===== config.mk =====
export PLATFORM = sky130hd
export DESIGN_NAME = qaco_lane
export DESIGN_NICKNAME = d
export VERILOG_FILES = /design/src/hdl/qaco_pkg.sv /design/src/hdl/qaco_lane.sv
export SDC_FILE = /design/constraint.sdc
export NUM_CORES = 2
export LEC_CHECK = 0
export ABC_AREA = 0
export BUFFER_PORTS_ARGS = -buffer_cell sky130_fd_sc_hd__buf_4
export CELL_PAD_IN_SITES_DETAIL_PLACEMENT = 1
export CELL_PAD_IN_SITES_GLOBAL_PLACEMENT = 2
export CORE_MARGIN = 2
export CORE_UTILIZATION = 46
export CTS_CLUSTER_DIAMETER = 80
export DETAILED_ROUTE_END_ITERATION = 10
export GPL_ROUTABILITY_DRIVEN = 0
export HOLD_SLACK_MARGIN = 0.12
export PLACE_DENSITY_LB_ADDON = 0.3
export SYNTH_ARGS = -nofsm -noshare
export SYNTH_HDL_FRONTEND = slang
export SYNTH_SLANG_ARGS = --single-unit
export TNS_END_PERCENT = 30

===== constraint.sdc =====
create_clock -name i_clk -period 21 [get_ports i_clk]
set_input_delay 4.2 -clock i_clk [delete_from_list [all_inputs] [get_ports i_clk]]
set_output_delay 4.2 -clock i_clk [all_outputs]
set_load 0.05 [all_outputs]

===== src/hdl/qaco_pkg.sv =====
`timescale 1ns / 1ps
// ----------------------------------------------------------------------------
// qaco_pkg
// Shared widths, types and control groups for the quadrilateral area block.
// ----------------------------------------------------------------------------
package qaco_pkg;

    localparam int COORD_W  = 24;
    localparam int AREA_W   = 51;
    localparam int NUM_VERT = 4;
    localparam int NUM_PAIR = 2;
    localparam int IDX_W    = $clog2(NUM_VERT);
    localparam int PROD_W   = 2 * COORD_W;
    localparam int SUM_W    = (PROD_W + 3 > AREA_W) ? PROD_W + 3 : AREA_W;

    typedef logic signed [COORD_W-1:0] t_coord;
    typedef logic signed [PROD_W-1:0]  t_prod;
    typedef logic signed [SUM_W-1:0]   t_sum;
    typedef logic signed [AREA_W-1:0]  t_area;
    typedef logic        [IDX_W-1:0]   t_idx;

    typedef struct packed {
        t_coord x;
        t_coord y;
        t_idx   idx;
    } t_vertex;

    typedef struct packed {
        logic en_prod;
        logic en_diff;
    } t_lane_ctl;

endpackage


===== src/hdl/qaco_lane.sv =====
`timescale 1ns / 1ps
// ----------------------------------------------------------------------------
// qaco_lane
// One shoelace term: registers both cross products of an edge, then their
// registered difference at full sum width.
// ----------------------------------------------------------------------------
module qaco_lane
    import qaco_pkg::*;
(
    input  logic      i_clk,
    input  t_lane_ctl i_ctl,
    input  t_vertex   i_p,
    input  t_vertex   i_q,
    output t_sum      o_diff
);

    t_prod r_pq;
    t_prod r_qp;
    t_sum  r_diff;

    always_ff @(posedge i_clk) begin
        if (i_ctl.en_prod) begin
            r_pq <= t_prod'(i_p.x) * t_prod'(i_q.y);
            r_qp <= t_prod'(i_q.x) * t_prod'(i_p.y);
        end
        if (i_ctl.en_diff) begin
            r_diff <= t_sum'(r_pq) - t_sum'(r_qp);
        end
    end

    assign o_diff = r_diff;

endmodule


==> summary.txt <==
Status
  – Status: finished clean

Clock network
  – Clock sinks: 145
  – Post-cts resize count: 0
  – CTS tree: yes
  – CTS max path bufs: 3
  – CTS H-tree depth: 4
  – Clock buffer count from CTS: 25
  – Root Buffer Master: clkbuf_16
  – # hold bufs at CTS: 0
  – Later-pin clock latency in the skew report: 0.49 ns
  – # Post-CTS Setup Buffers: 0
  – CTS clk-pin slew, worst paths: 0.07 ns

Routing
  – DRT iter0 DRCs: 1487
  – DRC Markers: 0
  – Routed WL: 126 mm
  – DRT antenna net count: 0
  – Via count of the routed design: 34300
  – Vias per cell: 5.26
  – Avg WL per Cell: 19.2 um
  – First-pass iteration count of the detailed router: 5

Global routing
  – Total Routing Usage GR: 0.241
  – Antenna violations before repair: 3
  – First-pass GRT wire length: 210 mm
  – Vias in the first global route: 39900
  – Gr ovfl total: 0
  – Largest net degree at the start of global routing: 59
  – Global Route met1 Usage: 0.301
  – GR peak layer: met2
  – Met3 Use GR: 0.0209
  – GRT met2 Usage: 0.448

Logic synthesis
  – Sequential share of the synthesized area: 0.0881
  – Ys flop type: edfxtp_1
  – Leading area contributor after synthesis: fa_1
  – Top post-synthesis cells by area: fa_1 (49%), inv_1 (9.5%), edfxtp_1 (8.8%)
  – Asr flop ratio synth: 0
  – Mapped Area: 49400 um^2
  – Avg Cell Area, Syn: 9.59 um^2
  – FF+latch count, synth: 145
  – Mapped Cells: 5156
  – Synth unique cells: 77
  – Mapped Nets: 6790
  – Top cell type's share of synthesized area: 0.492
  – Yosys warnings: 0
  – Post-synth EDFFs: 145

Worst setup path
  – Critical Path RT: 21.24 ns
  – Startpoint Class: input pin
  – Register-to-Register Path Depth: 11
  – Worst R2R Start: r_pq[0]
  – Largest fanout on the critical path: 24
  – Setup crit end kind: flop
  – Worst R2R End: o_diff[30]
  – CP most frequent cell: fa_1
  – Critical path's slowest cell: fa_1
  – Crit Path Category: input pin to flop
  – Buf+Inv Stages, Crit Path: 4
  – R2r setup slk: 17.10 ns
  – CP top delay family: adder cells
  – Crit-path cells: buf_4 -> nand2_1 -> inv_1 -> fa_1 -> fa_1 -> inv_1 -> fa_1 -> inv_1 -> fa_1 -> fa_1 -> fa_1 -> fa_1 -> ha_1 -> and2_1 -> and3_1 -> nand2_1 -> or3_1 -> a21boi_1 -> o221ai_1 -> xnor2_1
  – Critical path depth in cells: 20
  – CP startpoint: i_q[2]
  – WP data arrival: 11.48 ns
  – Largest stage delay on the critical path: 0.81 ns
  – Worst Setup EP: r_pq[45]

Floorplanning
  – Initial core utilization: 0.463
  – Core area: 107000 um^2
  – Die Width: 332 um
  – Die area: 110000 um^2
  – # rows: 120
  – Ports: 154
  – Die height: 332 um

Timing
  – Fmax: 88.9 MHz
  – Relative slew slack: 0.437
  – Hold Vio Cnt, Final: 0
  – Sum of negative setup slack: 0 ns
  – Crit share post-route: 0.535
  – RSZ-0062 raised after global routing: no
  – Endpoints failing setup: 0
  – Tmin final: 11.24 ns
  – Worst Clk Skew: 0.0170 ns
  – Tightest Pin Transition: 0.845 ns
  – Fin. max-slew vios: 0

Placed design
  – Final HPWL DP: 104 mm
  – Port Buf Inserts: 149

Worst hold path
  – Hold path start: r_qp[0]
  – Worst Hold Class: flop to flop

Layout
  – Syn-to-layout area delta: 5.44%
  – Commonest non-fill, non-tap cell in the layout: inv_1
  – Layout cell share with drive strength beyond 1: 0.0407
  – Most frequent cells in the layout: inv_1 (1252), fa_1 (1215), nand2_1 (649), and2_1 (544), ha_1 (316)
  – Final #Nets: 6747

Run
  – Max-cap violations: 0
layout make-up:
cell class | count | area (um^2)
timing repair buffer | 150 | 1130
fill | 12000 | 54600
inverter | 1253 | 4700
clock buffer | 25 | 626
antenna | 1 | 2.50
multi-input combinational | 3538 | 39500
clock inverter | 5 | 27.5
sequential | 145 | 4350
tap | 1403 | 1760
state kept, by name, indices dropped and copies added, names as in the netlist:
| name | cells |
|---|---|
| o_diff | 49 |
| r_pq | 48 |
| r_qp | 48 |
logic make-up after synthesis:
group,count (synthesis),synth area share
adders and majority gates,1531,0.572
buffers and inverters,1473,0.112
and+or+nand+nor,1449,0.146
AOI/OAI and AO/OA,411,0.0556
DFF,145,0.0881
xor gates and xnor gates,144,0.0255
muxes,3,0.000633
per-layer routing:
layer	wire [um]	vias up
met3	3410	175
met2	67800	551
met5	0	-
met1	51100	18400
li1	-	15100
met4	3180	0
how the worst min path moves through the flow:
| stage | cells after the start | to |
|---|---|---|
| 2_1_floorplan | 2 | o_diff[0] |
| 3_3_place_gp | 2 | o_diff[0] |
| 3_5_place_dp | 2 | o_diff[0] |
| 4_1_cts | 2 | o_diff[0] |
| 5_1_grt | 2 | o_diff[0] |
| 6_report | 2 | o_diff[0] |
per-stage QoR:
step / hold WS, ns / worst slack, ns / instance area, um^2 / utilization / std cells
2_1_floorplan: 0.607 / 10.24 / 49400 / - / 5156
3_3_place_gp: 0.623 / 9.35 / 51500 / 0.482 / 6489
3_5_place_dp: 0.638 / 9.27 / 51500 / 0.482 / 6489
4_1_cts: 0.649 / 9.78 / 52100 / 0.488 / 6519
5_1_grt: 0.672 / 9.31 / 52100 / 0.488 / 6519
6_report: 0.643 / 9.76 / 52100 / 0.488 / 6520
Yosys cell counts (all sizes together), types with 15 or more instances:
library cell	n
a21o	64
nor2	87
nor2b	37
fa	1215
nand2	649
inv	1252
o21bai	16
nand4	20
nand3	21
edfxtp	145
and3	21
o21ai	76
xnor2	103
buf	15
a31oi	17
clkbuf	205
ha	316
a21oi	131
and2	544
nand2b	26
xor2	41
o21a	21
worst register-to-register path: cells and delay by family, from the launching register on:
family	cells	cell delay, ns
and+or+nand+nor	1	0.18
xor gates and xnor gates	1	0.64
DFF	1	0.33
adders and majority gates	2	0.65
AOI/OAI and AO/OA	6	1.70
buffers and inverters	1	0.07
Power is not shown: default switching activity piles up to over one toggle a cycle in this logic, so the estimate is an artifact.
